**config.mk**
```make
export PLATFORM = sky130hd
export DESIGN_NAME = pdid_ctrl
export DESIGN_NICKNAME = d
export VERILOG_FILES = /design/src/sv/pdid_pkg.sv /design/src/sv/pdid_ctrl.sv
export SDC_FILE = /design/constraint.sdc
export NUM_CORES = 1
export LEC_CHECK = 0
export BUFFER_PORTS_ARGS = -buffer_cell sky130_fd_sc_hd__buf_2
export CORE_AREA = 4 4 41 43
export CTS_BUF_LIST = sky130_fd_sc_hd__clkbuf_16
export CTS_CLUSTER_DIAMETER = 200
export CTS_CLUSTER_SIZE = 25
export DETAILED_ROUTE_END_ITERATION = 10
export DIE_AREA = 0 0 45 47
export GPL_ROUTABILITY_DRIVEN = 1
export MAX_ROUTING_LAYER = met4
export PLACE_DENSITY_LB_ADDON = 0.25
export SYNTH_ARGS = -nofsm -noshare
export SYNTH_HDL_FRONTEND = slang
export SYNTH_SLANG_ARGS = --single-unit
```
**constraint.sdc**
```tcl
create_clock -name clk -period 1.6 [get_ports clk]
set_clock_uncertainty 0.05 [all_clocks]
set_input_delay 0.08 -clock clk [delete_from_list [all_inputs] [get_ports clk]]
set_output_delay 0.08 -clock clk [all_outputs]
set_load 0.05 [all_outputs]
```
**src/sv/pdid_pkg.sv**
```systemverilog
// ----------------------------------------------------------------------------
// pdid_pkg
// Shared types and constants of the pattern de-duplication id assigner.
// ----------------------------------------------------------------------------
package pdid_pkg;

  localparam int DEF_MAX_PATTERNS = 256;
  localparam int DEF_MAX_LEN      = 64;

  // Result word: id, was_new, table_full, too_long, unique_count, signature_count
  localparam int OUT_W = 40;

  // Input operation codes (carried on in_tuser)
  localparam logic OP_BYTE  = 1'b0;
  localparam logic OP_CLEAR = 1'b1;

  typedef enum logic [2:0] {
    S_IDLE,
    S_SCAN,
    S_LEN_CHK,
    S_BYTE_RD,
    S_BYTE_CHK,
    S_FINISH
  } state_t;

  typedef struct packed {
    logic take_byte;   // append byte of the accepted transaction
    logic clear;       // empty table, zero counters
    logic scan_init;   // last byte accepted: restart search at entry 0
    logic len_rd;      // read stored length of current entry
    logic next_entry;  // advance to the next stored entry
    logic byte_start;  // lengths agree: compare from byte 0
    logic byte_rd;     // read one stored byte and one pattern byte
    logic next_byte;   // advance byte position
    logic hit;         // all bytes matched
    logic finish;      // load the result register and commit
  } cmd_t;

  typedef struct packed {
    logic ovf;        // current pattern ran past the maximum length
    logic scan_end;   // every stored entry has been visited
    logic len_eq;     // stored length equals pattern length
    logic byte_eq;    // compared bytes agree
    logic byte_last;  // compared byte was the final one
    logic out_free;   // result register can take a new result
  } stat_t;

endpackage

```
**src/sv/pdid_ctrl.sv**
```systemverilog
// ----------------------------------------------------------------------------
// pdid_ctrl
// Sequencer: accepts bytes and clears, walks the stored entries for a match.
// ----------------------------------------------------------------------------
module pdid_ctrl (
  input  logic            clk,
  input  logic            rst_n,
  input  logic            in_tvalid,
  input  logic            in_tuser,
  input  logic            in_tlast,
  output logic            in_tready,
  input  pdid_pkg::stat_t stat,
  output pdid_pkg::cmd_t  cmd
);
  import pdid_pkg::*;

  state_t state_r, state_nxt;

  always_ff @(posedge clk) begin
    if (!rst_n) begin
      state_r <= S_IDLE;
    end else begin
      state_r <= state_nxt;
    end
  end

  always_comb begin
    state_nxt = state_r;
    unique case (state_r)
      S_IDLE: begin
        if (in_tvalid && in_tuser == OP_BYTE && in_tlast) begin
          state_nxt = S_SCAN;
        end
      end
      S_SCAN: begin
        state_nxt = (stat.ovf || stat.scan_end) ? S_FINISH : S_LEN_CHK;
      end
      S_LEN_CHK: begin
        state_nxt = stat.len_eq ? S_BYTE_RD : S_SCAN;
      end
      S_BYTE_RD: begin
        state_nxt = S_BYTE_CHK;
      end
      S_BYTE_CHK: begin
        if (!stat.byte_eq) begin
          state_nxt = S_SCAN;
        end else if (stat.byte_last) begin
          state_nxt = S_FINISH;
        end else begin
          state_nxt = S_BYTE_RD;
        end
      end
      S_FINISH: begin
        if (stat.out_free) begin
          state_nxt = S_IDLE;
        end
      end
      default: state_nxt = S_IDLE;
    endcase
  end

  always_comb begin
    cmd       = '0;
    in_tready = 1'b0;
    unique case (state_r)
      S_IDLE: begin
        in_tready     = 1'b1;
        cmd.take_byte = in_tvalid && in_tuser == OP_BYTE;
        cmd.clear     = in_tvalid && in_tuser == OP_CLEAR;
        cmd.scan_init = in_tvalid && in_tuser == OP_BYTE && in_tlast;
      end
      S_SCAN: begin
        cmd.len_rd = !stat.ovf && !stat.scan_end;
      end
      S_LEN_CHK: begin
        if (stat.len_eq) begin
          cmd.byte_start = 1'b1;
        end else begin
          cmd.next_entry = 1'b1;
        end
      end
      S_BYTE_RD: begin
        cmd.byte_rd = 1'b1;
      end
      S_BYTE_CHK: begin
        if (!stat.byte_eq) begin
          cmd.next_entry = 1'b1;
        end else if (stat.byte_last) begin
          cmd.hit = 1'b1;
        end else begin
          cmd.next_byte = 1'b1;
        end
      end
      S_FINISH: begin
        cmd.finish = stat.out_free;
      end
      default: begin
        cmd = '0;
      end
    endcase
  end

endmodule

```
# Word level (Yosys, flattened, before mapping)
# Index checks and enable logic that the tools add are counted.
# op_classes
n_eq_ne	7
muxes	21
bitwise	1
n_reduce_logical	9
# ops
operator	n
3-bit two-way mux	6
3-bit case mux with 6 select lines	1
1-bit two-way mux	10
3-bit by 2-bit equality test with 1-bit output, second input constant	2
3-bit equality test, second input constant	2
2-bit two-way mux	3
1-bit logical AND	4
2-bit inequality test, second input constant	2
3-bit by 1-bit equality test with 1-bit output, second input constant	1
3-bit zero test	1
1-bit zero test	2
1-bit case mux with 2 select lines	1
2-bit AND reduction	1
1-bit logical OR	1
1-bit NOT	1
# totals
regBits	3
input_bits	11
out_inout_bits	11
elab_cells	39

# Logic depth before layout (Yosys ltp)
# depth
ltp_word	5
depth_mapped	4
mapped_depth_nobuf	4

# Worst setup path before layout
# Ideal clock, no wire load.
# synth_timing
kind	register to output
startpoint	reg state_r[0]
endpoint	out cmd[9] (netlist name)
arrival_time_ns	1.690
required_time_ns	1.470
setup_slack_ns	-0.220
stages_incl_launch_ff	5
n_path_buf	0
path_cell_list	dfxtp_1 or3_4 inv_2 nand2_1 nor2_1
# synth_lines
item	line_no	text
from (decl)	pdid_ctrl.sv:17	state_t state_r, state_nxt;
from (signal assigned)	pdid_ctrl.sv:23	state_r <= state_nxt;
to (decl)	pdid_ctrl.sv:13	output pdid_pkg::cmd_t cmd

==> out/results.tsv <==
stage	metric	value	unit
floorplan	start_util	21.4	%
critical_path	startpoint	state_r[2]	
critical_path	criticalPathCategory	flop to primary output	
logic_synthesis	synth_top_family_by_area	simple AND/OR/NAND/NOR gates	
power_and_ir_drop	power_frac_seq	14.5	%
global_route	grt_pass1_wl	1410	µm
timing	worst_pin_slew	299	ps
power_and_ir_drop	p_sw	0.114	mW
critical_path	rrSetupSlack	350	ps
route	first_pass_iters	4	
logic_synthesis	synthTopCellsByArea	dfxtp_1 (22%), and2_1 (9.0%), a21oi_1 (5.4%), and4bb_1 (4.5%), and4bb_2 (4.5%)	
power_and_ir_drop	pwr-share-clk	69.4	%
power_and_ir_drop	power.density	1070	nW/µm²
route	route.detailed.drc	0	
route	drt.antenna.violating_nets	0	
final_layout	drive_gt1_share	54.8	%
final_layout	final_common_cell	buf_2	
critical_path	endpoint_kind	primary output	
logic_synthesis	syn-num-nets	47	
logic_synthesis	synth_xor_area_share	0	%
clock_tree	path_clk_slew	30	ps
logic_synthesis	synth_area	279	µm²
logic_synthesis	avgSynthCellArea	7.75	µm²
timing	fmax	656	MHz
final_layout	final_cell_mix	buf_2 (18), and2_1 (4)	
logic_synthesis	synth-compound-area-share	21.5	%
clock_tree	clk_path_buf_depth	2	
global_route	grt_overflow_total	0	
route	wl	797	µm
logic_synthesis	synthCells	36	
power_and_ir_drop	p_leak	0.268	nW
clock_tree	cts_tree	built	
logic_synthesis	netlist.area_leader.share	21.5	%
logic_synthesis	ys_ff_latch	3	
worst_hold_path	hold_class	input pin to flop	
final_layout	finalInstanceArea	514	µm²
critical_path	crit_required	1470	ps
power_and_ir_drop	swShare	20.8	%
outcome	status	finished clean	
critical_path	arrival	1390	ps
critical_path	crit_cells	4	
critical_path	timing.rr.start	state_r[2]	
critical_path	worstPathCellList	or3_4, inv_2, and2_1, clkbuf_4	
final_layout	largest_reg_flops	3	
power_and_ir_drop	combPwrFrac	16.1	%
timing	setup-violations-final	0	
placed_design	dp_hpwl	654	µm
clock_tree	cts_hold_buf	0	
critical_path	r2r-end	state_r[2]	
final_layout	max_flop_register	state_r	
route	wl_per_cell	10.4	µm
clock_tree	htree_num_levels	1	
final_layout	final_util	39.5	%
logic_synthesis	yosysWarningCount	0	
flow_run	cap_violations	0	
critical_path	critPathCapture	cmd[7]	
final_layout	nFillCells	148	
timing	post-route-period-util	95.3	%
timing	fin_crit	1520	ps
critical_path	critPathBufInv	2	
final_layout	top_regs	state_r (3)	
final_layout	multi_input_area	218	µm²
logic_synthesis	synth_top_area_cell	dfxtp_1	
clock_tree	post_cts_buffers	0	
clock_tree	clk_latency	220	ps
global_route	antenna_found_initial	0	
critical_path	r2r_cells	3	
placed_design	port_buffers	21	
global_route	grt_max_degree	11	
timing	hold_violations	0	
final_layout	area_growth	84.3	%
logic_synthesis	synthMuxAreaShare	0	%
timing	slew_headroom	80.0	%
global_route	grt_usage	9.45	%
timing	finalMaxSlewViolations	0	
power_and_ir_drop	internal_power	0.435	mW
logic_synthesis	synthDistinctLibCells	25	
critical_path	cpPeakStageDelay	400	ps
placed_design	pre_cts_ws	224	ps
critical_path	cp-start-kind	flop	
floorplan	die_w	45	µm
clock_tree	root_buffer	clkbuf_16	
logic_synthesis	synth_adder_area_share	0	%
floorplan	ios	22	
route	viasPerCell	4.48	
floorplan	die-area	2120	µm²
clock_tree	cts_buffers	3	
placed_design	place_area	418	µm²
power_and_ir_drop	vdd_drop_max	0.000783	V
timing	fin_ws	75.9	ps
critical_path	crit_slowest_cell	or3_4	
timing	rsz0062_at_grt	no	
critical_path	critical-path-top-delay-family	simple AND/OR/NAND/NOR gates	
final_layout	nets	74	
final_layout	regArea	60.1	µm²
logic_synthesis	synthSimpleGateAreaFrac	52.9	%
logic_synthesis	ys_seq_area_share	21.5	%
floorplan	core-area	1300	µm²
placed_design	gp_congestion	0.649	
critical_path	crit_fanout	8	
global_route	grt_pass1_vias	330	
route	drt_iter0_drc	5	
final_layout	antenna_cells	0	
timing	timing.setup.tns	0	ps
clock_tree	numClockSinks	3	
floorplan	num_rows	13	
route	vias	345	
floorplan	fp.dieH	47	µm
## power by group through the flow
stage	Combinational [mW]	Sequential, mW	Clock (mW)
floorplan	0.0539	0.0816	0
global placement	0.0839	0.0803	0
detailed placement	0.0837	0.0804	0
CTS	0.0860	0.0794	0.390
global route	0.0954	0.0797	0.401
finish	0.0885	0.0794	0.381
## metal layers
metal  vias to the layer above  track usage (%)  wire length [µm]
li1                        183                -                 -
met1                       142             11.1               361
met2                        20             13.6               327
met3                         0             4.98               108
met4                         0             3.51                 0
met5                         -                -                 0
## Yosys cell counts
library cell  count
and2_1            4
a21oi_1           3
dfxtp_1           3
nor2_1            3
inv_1             2
o21ai_1           2
a22oi_1           1
and3_1            1
and3_2            1
and3b_1           1
and4bb_1          1
and4bb_2          1
inv_2             1
nand2_1           1
nand2b_1          1
nand4b_1          1
nor2b_1           1
nor2b_2           1
nor3_1            1
nor3b_1           1
o211ai_2          1
o21ai_0           1
o31a_2            1
or3_1             1
or3_4             1
## worst min-delay path, cell delays in order
cell	delay, ps
buf_2	110
o211ai_2	80
a21oi_1	40
## worst min-delay path by stage
| stage | start | end | slack (ps) | cells after the start |
|---|---|---|---|---|
| after floorplan | in_tuser | cmd[9] | 170 | 1 |
| after global routing | rst_n | state_r[1] | 120 | 3 |
| final | rst_n | state_r[1] | 100 | 3 |
| after detailed placement | rst_n | state_r[1] | 320 | 3 |
| after global placement | rst_n | state_r[1] | 330 | 3 |
| after CTS | rst_n | state_r[1] | 100 | 3 |
## cell type report
| cell class | count | area share, % |
|---|---|---|
| multi-input cells | 30 | 42.3 |
| clock buffers | 3 | 14.6 |
| repair buffers | 22 | 24.8 |
| well taps | 15 | 3.65 |
| inverters | 3 | 2.19 |
| clock inverters | 1 | 0.730 |
| flip-flops and latches | 3 | 11.7 |
## stage by stage
step	hold WS [ps]	total power, mW	instances
finish	95.1	0.549	77
global route	116	0.576	77
CTS	95.4	0.555	77
detailed placement	323	0.164	73
global placement	329	0.164	73
floorplan	169	0.135	36
## logic make-up (layout without fill, tap and decap cells)
family                 count (synthesis)  after routing
buffers and inverters                  3             29
AOI/OAI and AO/OA                      9              9
and+or+nand+nor                       21             21
DFF                                    3              3
## repair_timing
action                     in CTS  in global routing
cloned                          0                  0
setup endpoints to repair       2                  4
resized for setup               2                  4
Power figures use the tool's default switching activity.
